[config.mk]
export PLATFORM = sky130hd
export DESIGN_NAME = servo_pose_interpolator
export DESIGN_NICKNAME = d
export VERILOG_FILES = /design/src/rtl/spi_pkg.sv /design/src/rtl/servo_pose_interpolator.sv /design/src/rtl/spi_div.sv
export SDC_FILE = /design/constraint.sdc
export NUM_CORES = 2
export LEC_CHECK = 0
export BUFFER_PORTS_ARGS = -buffer_cell sky130_fd_sc_hd__clkbuf_2
export CORE_ASPECT_RATIO = 0.9
export CORE_MARGIN = 5
export CORE_UTILIZATION = 55
export CTS_BUF_LIST = sky130_fd_sc_hd__clkbuf_4 sky130_fd_sc_hd__clkbuf_8
export CTS_CLUSTER_SIZE = 40
export DETAILED_ROUTE_END_ITERATION = 7
export GPL_TIMING_DRIVEN = 1
export PLACE_DENSITY = 0.73
export SLEW_MARGIN = 20
export SYNTH_ARGS = -nofsm -noshare
export SYNTH_HDL_FRONTEND = slang
export SYNTH_SLANG_ARGS = --single-unit
[constraint.sdc]
create_clock -name i_clk -period 7.92 [get_ports i_clk]
set_input_delay 0.792 -clock i_clk [delete_from_list [all_inputs] [get_ports i_clk]]
set_output_delay 0.792 -clock i_clk [all_outputs]
set_load 0.005 [all_outputs]
[src/rtl/spi_pkg.sv]
// Shared types and constants for the servo pose interpolator.
// Used by spi_div and servo_pose_interpolator; depends on nothing.
package spi_pkg;

    localparam int MAX_SERVOS = 32;
    localparam int SLOT_W     = $clog2(MAX_SERVOS);
    localparam int CNT_W      = $clog2(MAX_SERVOS + 1);

    localparam int POS_W  = 12;
    localparam int STEP_W = 13;
    localparam int CHAN_W = 8;
    localparam int FL_W   = 10;
    localparam int PS_W   = 6;
    localparam int MT_W   = 16;
    localparam int SEV_W  = 7;

    // divider: dividend and quotient width, divisor width
    localparam int DIVD_W = 16;
    localparam int DIVS_W = 17;

    localparam logic [FL_W-1:0]  FL_RESET  = 10'd20;
    localparam logic [PS_W-1:0]  PS_RESET  = 6'd18;
    localparam logic [POS_W-1:0] POS_RESET = 12'd1500;

    localparam logic CFG_FRAME_LENGTH = 1'b0;
    localparam logic CFG_POSE_SIZE    = 1'b1;

    typedef enum logic [1:0] {
        MODE_SET_TARGET  = 2'd0,
        MODE_START_MOVE  = 2'd1,
        MODE_TICK        = 2'd2,
        MODE_SET_CHANNEL = 2'd3
    } t_mode;

    typedef enum logic [2:0] {
        ST_IDLE,
        ST_FIND,
        ST_FRM_GO,
        ST_FRM_WAIT,
        ST_STEP_GO,
        ST_STEP_WAIT,
        ST_TICK
    } t_state;

endpackage

[src/rtl/servo_pose_interpolator.sv]
// Multi-servo linear pose engine: slot table, move start and frame tick.
// Depends on spi_pkg and the shared divider spi_div.
// Beats, n = slots in use: set channel updates one slot; set target searches up to n slots;
// start move divides on the serial divider, first the frame count, then one division per slot;
// frame tick steps one slot per cycle while the output is not stalled, and none when not moving.
// Ready is high only in idle. Reset sets slots to 1500, channels to the slot index.
module servo_pose_interpolator (
    input  logic                         i_clk,
    input  logic                         i_rst_n,
    input  logic                         i_cfg_we,
    input  logic                         i_cfg_idx,
    input  logic [spi_pkg::FL_W-1:0]     i_cfg_data,
    input  logic                         i_in_valid,
    output logic                         o_in_ready,
    input  logic [1:0]                   i_mode,
    input  logic [4:0]                   i_slot,
    input  logic [spi_pkg::CHAN_W-1:0]   i_channel,
    input  logic [spi_pkg::POS_W-1:0]    i_position,
    input  logic [spi_pkg::MT_W-1:0]     i_move_time,
    output logic                         o_out_valid,
    input  logic                         i_out_ready,
    output logic [spi_pkg::CHAN_W-1:0]   o_out_channel,
    output logic [spi_pkg::POS_W-1:0]    o_out_position,
    output logic [spi_pkg::SEV_W-1:0]    o_low_seven,
    output logic [spi_pkg::SEV_W-1:0]    o_high_seven,
    output logic                         o_last
);
    import spi_pkg::*;

    t_state r_state, n_state;

    logic [FL_W-1:0]   r_frame_length;
    logic [PS_W-1:0]   r_pose_size;
    logic              r_moving;
    logic              r_all_arr;
    logic [CNT_W-1:0]  r_idx;
    logic [CHAN_W-1:0] r_channel;
    logic [POS_W-1:0]  r_position;
    logic [MT_W-1:0]   r_move_time;
    logic [DIVS_W-1:0] r_frames;

    logic [POS_W-1:0]  r_cur  [MAX_SERVOS];
    logic [POS_W-1:0]  r_tgt  [MAX_SERVOS];
    logic [STEP_W-1:0] r_step [MAX_SERVOS];
    logic [CHAN_W-1:0] r_chan [MAX_SERVOS];

    logic              r_o_valid;
    logic [CHAN_W-1:0] r_o_chan;
    logic [POS_W-1:0]  r_o_pos;
    logic              r_o_last;

    logic              in_acc;
    logic [CNT_W-1:0]  n_slots;
    logic              idx_end;
    logic [SLOT_W-1:0] ix;
    logic [POS_W-1:0]  cur_rd;
    logic [POS_W-1:0]  tgt_rd;
    logic [STEP_W-1:0] step_rd;
    logic [CHAN_W-1:0] chan_rd;
    logic              match;
    logic [POS_W-1:0]  up_d;
    logic [POS_W-1:0]  dn_d;
    logic [POS_W-1:0]  abs_d;
    logic [POS_W-1:0]  new_pos;
    logic              arr;
    logic              out_free;
    logic              out_load;
    logic [FL_W-1:0]   fl_eff;
    logic              div_start;
    logic [DIVD_W-1:0] div_dividend;
    logic [DIVS_W-1:0] div_divisor;
    logic              div_done;
    logic [DIVD_W-1:0] div_quo;
    logic [STEP_W-1:0] step_new;

    spi_div u_div (
        .i_clk      (i_clk),
        .i_rst_n    (i_rst_n),
        .i_start    (div_start),
        .i_dividend (div_dividend),
        .i_divisor  (div_divisor),
        .o_done     (div_done),
        .o_quotient (div_quo)
    );

    // slot datapath
    always_comb begin
        in_acc   = i_in_valid && o_in_ready;
        n_slots  = (int'(r_pose_size) > MAX_SERVOS) ? CNT_W'(MAX_SERVOS) : CNT_W'(r_pose_size);
        idx_end  = (r_idx == n_slots);
        ix       = r_idx[SLOT_W-1:0];
        cur_rd   = r_cur[ix];
        tgt_rd   = r_tgt[ix];
        step_rd  = r_step[ix];
        chan_rd  = r_chan[ix];
        match    = (chan_rd == r_channel);
        up_d     = tgt_rd - cur_rd;
        dn_d     = cur_rd - tgt_rd;
        abs_d    = (tgt_rd > cur_rd) ? up_d : dn_d;
        step_new = div_quo[STEP_W-1:0] + STEP_W'(1);
        fl_eff   = (r_frame_length == '0) ? FL_W'(1) : r_frame_length;
        out_free = !r_o_valid || i_out_ready;
        // step toward target, snap when closer than one step
        if (cur_rd == tgt_rd) begin
            new_pos = cur_rd;
            arr     = 1'b1;
        end else if ({1'b0, abs_d} < step_rd) begin
            new_pos = tgt_rd;
            arr     = 1'b1;
        end else if (tgt_rd > cur_rd) begin
            new_pos = cur_rd + step_rd[POS_W-1:0];
            arr     = 1'b0;
        end else begin
            new_pos = cur_rd - step_rd[POS_W-1:0];
            arr     = 1'b0;
        end
    end

    // next state
    always_comb begin
        n_state = r_state;
        unique case (r_state)
            ST_IDLE: begin
                if (in_acc) begin
                    unique case (t_mode'(i_mode))
                        MODE_SET_TARGET:  n_state = ST_FIND;
                        MODE_START_MOVE:  n_state = ST_FRM_GO;
                        MODE_TICK:        n_state = r_moving ? ST_TICK : ST_IDLE;
                        MODE_SET_CHANNEL: n_state = ST_IDLE;
                        default:          n_state = ST_IDLE;
                    endcase
                end
            end
            ST_FIND: begin
                if (idx_end || match) n_state = ST_IDLE;
            end
            ST_FRM_GO:    n_state = ST_FRM_WAIT;
            ST_FRM_WAIT: begin
                if (div_done) n_state = ST_STEP_GO;
            end
            ST_STEP_GO:   n_state = idx_end ? ST_IDLE : ST_STEP_WAIT;
            ST_STEP_WAIT: begin
                if (div_done) n_state = ST_STEP_GO;
            end
            ST_TICK: begin
                if (idx_end) n_state = ST_IDLE;
            end
            default:      n_state = ST_IDLE;
        endcase
    end

    // state outputs
    always_comb begin
        o_in_ready   = (r_state == ST_IDLE);
        div_start    = (r_state == ST_FRM_GO) || ((r_state == ST_STEP_GO) && !idx_end);
        div_dividend = (r_state == ST_FRM_GO) ? r_move_time : DIVD_W'(abs_d);
        div_divisor  = (r_state == ST_FRM_GO) ? DIVS_W'(fl_eff) : r_frames;
        out_load     = (r_state == ST_TICK) && !idx_end && out_free;
    end

    always_ff @(posedge i_clk) begin
        if (!i_rst_n) begin
            r_state        <= ST_IDLE;
            r_frame_length <= FL_RESET;
            r_pose_size    <= PS_RESET;
            r_moving       <= 1'b0;
            r_o_valid      <= 1'b0;
            r_idx          <= '0;
            r_all_arr      <= 1'b1;
        end else begin
            r_state <= n_state;
            if (i_cfg_we) begin
                unique case (i_cfg_idx)
                    CFG_FRAME_LENGTH: r_frame_length <= i_cfg_data;
                    CFG_POSE_SIZE:    r_pose_size    <= i_cfg_data[PS_W-1:0];
                    default:          r_frame_length <= r_frame_length;
                endcase
            end
            if (in_acc) begin
                r_idx     <= '0;
                r_all_arr <= 1'b1;
            end
            if ((r_state == ST_FIND) && !idx_end && !match) begin
                r_idx <= r_idx + 1'b1;
            end
            if ((r_state == ST_STEP_WAIT) && div_done) begin
                r_idx <= r_idx + 1'b1;
            end
            if ((r_state == ST_STEP_GO) && idx_end) begin
                r_moving <= 1'b1;
            end
            if (out_load) begin
                r_idx     <= r_idx + 1'b1;
                r_all_arr <= r_all_arr && arr;
            end
            if ((r_state == ST_TICK) && idx_end && r_all_arr) begin
                r_moving <= 1'b0;
            end
            // hold the beat until taken, reload as soon as it leaves
            if (out_load) begin
                r_o_valid <= 1'b1;
            end else if (i_out_ready) begin
                r_o_valid <= 1'b0;
            end
        end
    end

    // slot table with reset values
    always_ff @(posedge i_clk) begin
        if (!i_rst_n) begin
            for (int k = 0; k < MAX_SERVOS; k++) begin
                r_cur[k]  <= POS_RESET;
                r_tgt[k]  <= POS_RESET;
                r_chan[k] <= CHAN_W'(k);
            end
        end else begin
            if (in_acc && (t_mode'(i_mode) == MODE_SET_CHANNEL) && (int'(i_slot) < MAX_SERVOS)) begin
                r_chan[SLOT_W'(i_slot)] <= i_channel;
            end
            if ((r_state == ST_FIND) && !idx_end && match) begin
                r_tgt[ix] <= r_position;
            end
            if (out_load) begin
                r_cur[ix] <= new_pos;
            end
        end
    end

    // payload registers
    always_ff @(posedge i_clk) begin
        if (in_acc) begin
            r_channel   <= i_channel;
            r_position  <= i_position;
            r_move_time <= i_move_time;
        end
        if ((r_state == ST_FRM_WAIT) && div_done) begin
            r_frames <= DIVS_W'(div_quo) + DIVS_W'(1);
        end
        if ((r_state == ST_STEP_WAIT) && div_done) begin
            r_step[ix] <= step_new;
        end
        if (out_load) begin
            r_o_chan <= chan_rd;
            r_o_pos  <= new_pos;
            r_o_last <= (r_idx + 1'b1 == n_slots);
        end
    end

    assign o_out_valid    = r_o_valid;
    assign o_out_channel  = r_o_chan;
    assign o_out_position = r_o_pos;
    assign o_low_seven    = {r_o_pos[4:0], 2'b00};
    assign o_high_seven   = r_o_pos[POS_W-1:5];
    assign o_last         = r_o_last;

    a_div_done_waited: assert property (@(posedge i_clk) disable iff (!i_rst_n)
        div_done |-> (r_state == ST_FRM_WAIT || r_state == ST_STEP_WAIT))
        else $error("divider finished while nobody waited for it");

    a_idx_in_range: assert property (@(posedge i_clk) disable iff (!i_rst_n)
        (r_state != ST_IDLE) |-> (r_idx <= n_slots))
        else $error("slot index ran past the pose size");

    a_no_overwrite: assert property (@(posedge i_clk) disable iff (!i_rst_n)
        out_load |-> (!r_o_valid || i_out_ready))
        else $error("output beat overwritten before it was taken");

    a_stop_moving: assert property (@(posedge i_clk) disable iff (!i_rst_n)
        ((r_state == ST_TICK) && idx_end && r_all_arr) |=> !r_moving)
        else $error("engine still moving after all slots arrived");

endmodule

[src/rtl/spi_div.sv]
// Radix-2 restoring divider, one quotient bit per cycle.
// Depends on spi_pkg for operand widths.
module spi_div (
    input  logic                       i_clk,
    input  logic                       i_rst_n,
    input  logic                       i_start,
    input  logic [spi_pkg::DIVD_W-1:0] i_dividend,
    input  logic [spi_pkg::DIVS_W-1:0] i_divisor,
    output logic                       o_done,
    output logic [spi_pkg::DIVD_W-1:0] o_quotient
);
    import spi_pkg::*;

    localparam int CW = $clog2(DIVD_W);

    logic              r_busy;
    logic              r_done;
    logic [CW-1:0]     r_cnt;
    logic [DIVS_W-1:0] r_rem;
    logic [DIVS_W-1:0] r_dvs;
    logic [DIVD_W-1:0] r_quo;

    logic [DIVS_W:0]   trial;
    logic [DIVS_W:0]   diff;
    logic              ge;
    logic [DIVS_W-1:0] n_rem;

    always_comb begin
        trial = {r_rem, r_quo[DIVD_W-1]};
        diff  = trial - {1'b0, r_dvs};
        ge    = (trial >= {1'b0, r_dvs});
        n_rem = ge ? diff[DIVS_W-1:0] : trial[DIVS_W-1:0];
    end

    always_ff @(posedge i_clk) begin
        if (!i_rst_n) begin
            r_busy <= 1'b0;
            r_done <= 1'b0;
            r_cnt  <= '0;
        end else begin
            r_done <= 1'b0;
            if (i_start) begin
                r_busy <= 1'b1;
                r_cnt  <= '0;
            end else if (r_busy) begin
                r_cnt <= r_cnt + 1'b1;
                if (r_cnt == CW'(DIVD_W - 1)) begin
                    r_busy <= 1'b0;
                    r_done <= 1'b1;
                end
            end
        end
    end

    always_ff @(posedge i_clk) begin
        if (i_start) begin
            r_rem <= '0;
            r_dvs <= i_divisor;
            r_quo <= i_dividend;
        end else if (r_busy) begin
            r_rem <= n_rem;
            r_quo <= {r_quo[DIVD_W-2:0], ge};
        end
    end

    assign o_done     = r_done;
    assign o_quotient = r_quo;

endmodule
### Word level (Yosys, flattened, before mapping)

Memory sizes are Yosys's and may differ from the RTL's. A register that Yosys moved wholly into a read port is not among the register bits.
Index checks and enable logic that the tools add are counted.

| storage, ports and cells | value |
|---|---|
| register bits | 158 |
| RAM bits | 1440 |
| input bits | 59 |
| output and inout port bits | 37 |
| word-level logic and storage cells | 158 |
| memories kept | 4 |

| operators by class | value |
|---|---|
| $add $sub $neg | 9 |
| magnitude comparators | 4 |
| equal/unequal tests | 18 |
| mux-type cells | 62 |
| bitwise operators | 3 |
| reductions and logical operators | 37 |

Memory list:

| memory | words | bits a word | read ports | clocked after memory_dff | wr ports | RTL line | RTL |
|---|---|---|---|---|---|---|---|
| r_step | 32 | 13 | 1 | 1 | 1 | servo_pose_interpolator.sv:44 | `logic [STEP_W-1:0] r_step [MAX_SERVOS];` |
| r_cur | 32 | 12 | 1 | 1 | 32 | servo_pose_interpolator.sv:42 | `logic [POS_W-1:0] r_cur [MAX_SERVOS];` |
| r_tgt | 32 | 12 | 1 | 1 | 32 | servo_pose_interpolator.sv:43 | `logic [POS_W-1:0] r_tgt [MAX_SERVOS];` |
| r_chan | 32 | 8 | 1 | 1 | 32 | servo_pose_interpolator.sv:45 | `logic [CHAN_W-1:0] r_chan [MAX_SERVOS];` |

Operators by type and width:

| cell | count |
|---|---|
| $mux W12 | 6 |
| $mux W5 | 11 |
| $mux W16 | 3 |
| $sub A12 B12 Y12 | 3 |
| $mux W6 | 5 |
| $mux W1 | 25 |
| $reduce_or A12 Y1 | 2 |
| $mux W10 | 2 |
| $ge A18 B17 Y1 | 1 |
| $mux W3 | 6 |
| $pmux W3 S6 | 1 |
| $add A16 B1 Y17 const B | 1 |
| $mux W17 | 1 |
| $sub A17 B17 Y17 | 1 |
| $logic_and A1 B1 Y1 | 14 |
| $add A13 B1 Y13 const B | 1 |
| $lt A12 B13 Y1 | 1 |
| $add A12 B12 Y12 | 1 |
| $eq A12 B12 Y1 | 1 |
| $eq A6 B6 Y1 | 2 |
| $gt A12 B12 Y1 | 1 |
| $pmux W3 S4 | 1 |
| $logic_not A10 Y1 | 1 |
| $eq A3 B3 Y1 const B | 3 |
| 24 further kinds | 39 |

### Depth between registers and ports, before layout

| depth | value |
|---|---|
| depth in word-level cells | 11 |
| gate-level depth with buffers | 36 |
| gate-level depth less buffers | 26 |

### Hierarchy

From an unflattened synthesis, not the netlist that was laid out.

| unflattened totals | value |
|---|---|
| cell total of the unflattened synthesis | 4878 |
| area, all modules | 72085.4 µm² |

By module, submodules not included:

| module | times used | cells each | area each (µm²) | sequential area each (µm²) |
|---|---|---|---|---|
| servo_pose_interpolator | 1 | 4564 | 68862.3 | 46124.2 |
| spi_div | 1 | 314 | 3223.1 | 1451.4 |

### Worst setup path before layout

Ideal clock, no wire load.

| timing | value |
|---|---|
| kind | reg-to-reg |
| start | reg (tool-made name) |
| end | mem r_cur[7][10] (data pin) |
| library setup time | 0.265 ns |
| data arrival time | 7.484 ns |
| data required time | 7.655 ns |
| path slack | 0.171 ns |
| stages on the path, launching flop included | 32 |
| path buffers | 12 |
| clock period less this slack | 7.749 ns |
| cell sequence | dfxtp_1 buf_6 buf_6 buf_6 buf_6 buf_6 buf_6 buf_2 buf_1 mux4_2 mux4_2 mux2i_1 inv_1 ha_1 clkbuf_1 nand4_1 nor4_2 o32a_1 buf_2 clkbuf_1 o21ai_0 fa_1 a21o_1 a21oi_1 o21bai_1 a21oi_1 o21ai_0 and4b_1 or4_4 a31oi_4 buf_6 nand2_1 |

RTL lines:

| item | RTL line |
|---|---|
| end: declaration | servo_pose_interpolator.sv:42 |

==> impl_metrics.ini <==
[global_routing]
first_global_vias = 42900
grt-ovfl-total = 0
antenna_found_initial = 4
grt_pass1_wl_um = 276000
grt_max_degree = 93
track_usage_pct = 26.9

[floorplanning]
dieArea_mm2 = 0.138
ios = 96
start_util_pct = 55.5
core_mm2 = 0.129
chipWidth_um = 391
num_rows = 125
die_h_um = 353

[placement]
place_congestion = 0.907
placed_cell_area_mm2 = 0.0744
dp_cells = 6485
portBuffers = 93
dpl.hpwl_um = 122000

[synthesis]
ys_types = 89
ys_ff_latch = 1603
synth-edff-count = 1547
synth_async_sr_flop_share_pct = 0
yosysWarnings = 0
synth_area_mm2 = 0.0717
synth.avg_cell_area_um2 = 14.9
syn_inst = 4819
ys_seq_area_share_pct = 66.3
synth_ff_type = edfxtp_1

[finish]
final_area_mm2 = 0.0798
regArea_mm2 = 0.0476
layout-drive-gt1-share_pct = 22.1
areaGrowthSynthToFinish_pct = 11.2
final_cell_mix = edfxtp_1 (1547), nand2_1 (683), nor2_1 (519)
mostFrequentLayoutCell = edfxtp_1
num-nets-final = 5214
fillCellCount = 9335
multi_input_area_mm2 = 0.0221
finalNonFillerCells = 6969

[pwr]
powerDensity_mw_per_mm2 = 288
power.total_mw = 23.0
p_leak_nw = 24.7
peakVddDrop_mv = 0.263

[timing]
holdWs_ns = 0.0754
fmax_mhz = 130
finalHoldViolations = 0
worst_pin_slew_ns = 1.27
min_period_ns = 7.69
skew_ns = 0.0869
report.final.slew_viol_count = 0
fin_crit_sh_pct = 97.1
relSlewSlack_pct = 15.3
finalSetupViolCount = 0

[drt]
first_pass_iters = 8
route.detailed.drc = 0
drt_wl_total_um = 185000
route.antenna.remaining_nets = 0
wire_per_inst_um = 26.6
vias_per_cell = 6.22
drt_iter0_drc = 5352
num_vias = 43400

[clock_network]
cts_buffers = 274
root_buffer = clkbuf_8
cts.clk_slew.worst_paths_ns = 0.07
cts_buffer_depth = 4
tritoncts = yes
cts.sinks = 1603
htree_levels = 5
insertion_delay_ns = 1.01

[run_status]
status = finished, final reports clean

[worst_setup_path]
end_kind = flip-flop
startpoint_type = flip-flop
cp_max_fo = 33
worst_ep_arrival_time_ns = 8.38
timing_worst_setup_path_type = reg2reg
critical_path_required_ns = 8.61

[worst_hold_path]
hold_path_startpoint = i_position[3]
hold_path.class = in2reg

[flow_run]
max_cap_violations = 0
[timing repair]
action	in CTS	in global routing
setup buffers	0	8
setup endpoints to repair	0	333
gates resized for setup	0	7
hold buffers	27	0
hold endpoints to repair	27	0
[cells in the mapped netlist, drive strengths merged (6+ instances only)]
library cell	n	area (µm²)
inv	84	315
a22o	13	114
a211oi	6	45.0
or2	8	50.1
dfxtp	56	1120
a21oi	79	418
and3	14	87.6
mux2i	157	1570
nand2	689	2620
or3	86	538
nor2	526	2030
nor4	6	56.3
mux4	368	8290
nor3	21	105
nand4	19	119
clkbuf	136	510
o21ai	131	659
o21a	10	75.1
a221oi	14	123
buf	198	1360
nand2b	17	106
mux2	26	293
nor2b	31	194
a21boi	7	52.6
a31oi	13	96.3
and2	189	1180
xor2	26	228
o22ai	9	56.3
ha	69	863
edfxtp	1547	46500
xnor2	40	350
nand3b	6	45.0
a22oi	42	315
a21o	18	135
nand3	68	340
[critical path, cell delays in order, from the launching register on]
cell       delay, ns
dfxtp_4         0.43
buf_12          0.18
buf_12          0.24
mux4_2          0.56
mux4_2          0.55
mux2i_1         0.45
inv_1           0.09
ha_1            0.43
nand4_1         0.24
or4_1           0.49
nand3_1         0.13
o32a_1          0.25
buf_4           0.20
mux2i_1         0.24
o22ai_1         0.14
o2bb2ai_1       0.14
a311o_1         0.33
xor2_1          0.18
ha_1            0.31
nand4_1         0.09
nor3_1          0.20
o21ai_1         0.09
a211o_2         0.42
buf_4           0.23
and2_1          0.19
o31ai_4         0.26
buf_12          0.23
nand2_1         0.09
[state kept, by name (all words and copies together) (netlist names), 8 cells and up, named ones only]
register and flops:
o_out_channel 8, o_out_position 12, r_chan 256, r_channel 8, r_cur 384, r_frame_length 10
r_frames 17, r_move_time 16, r_position 12, r_step 416, r_tgt 384, u_div.o_quotient 16
u_div.r_dvs 17, u_div.r_rem 17
[logic make-up after synthesis]
| kind of cell | share of synthesized area, % |
|---|---|
| multiplexers | 14.1 |
| AO/OA/AOI/OAI | 3.58 |
| XOR/XNOR | 0.806 |
| buffers and inverters | 3.07 |
| other | 0.00523 |
| adder cells (fa/ha/maj) | 1.31 |
| AND/OR/NAND/NOR | 10.8 |
| flip-flops | 66.3 |
[power breakdown]
part	internal (mW)	total, mW	switching, mW	leakage, nW
logic	2.04	5.54	3.50	8.12
clock network	3.85	7.08	3.23	2.66
registers	10.1	10.3	0.235	13.9
total	16.0	23.0	6.97	24.7
[area by class of cell]
class                           instances  area share [%]
Sequential cell                      1603            59.6
Clock inverter                         83           0.659
Timing Repair Buffer                  320            3.20
Multi-Input combinational cell       2797            27.7
Tap cell                             1714            2.69
Inverter                               86           0.423
Antenna cell                            4          0.0125
Clock buffer                          362            5.63
[metrics by stage]
stage	setup slack, ns	setup TNS, ns	utilization, %
3_3_place_gp	0.169	0	57.5
3_5_place_dp	0.261	0	57.5
4_1_cts	0.220	0	61.6
2_1_floorplan	0.171	0	-
6_report	0.226	0	61.7
5_1_grt	-0.0217	-0.0656	61.7
[metal layers]
layer / share of wire [%] / vias to the layer above / GRT usage, %
li1: - / 18600 / -
met4: 3.8 / 0 / 10.2
met5: 0 / - / 0
met1: 39 / 21700 / 38.6
met3: 12 / 410 / 6.78
met2: 46 / 2596 / 40.2
[final timing paths]
path	end	slack, ns	cells past startpoint
setup reg to reg	r_cur[0][3]	0.23	27
setup / recovery	r_cur[0][3]	0.23	27
hold reg to reg	r_frame_length[0]	0.48	2
hold / removal	r_position[3]	0.08	1
Power figures use the tool's default switching activity.
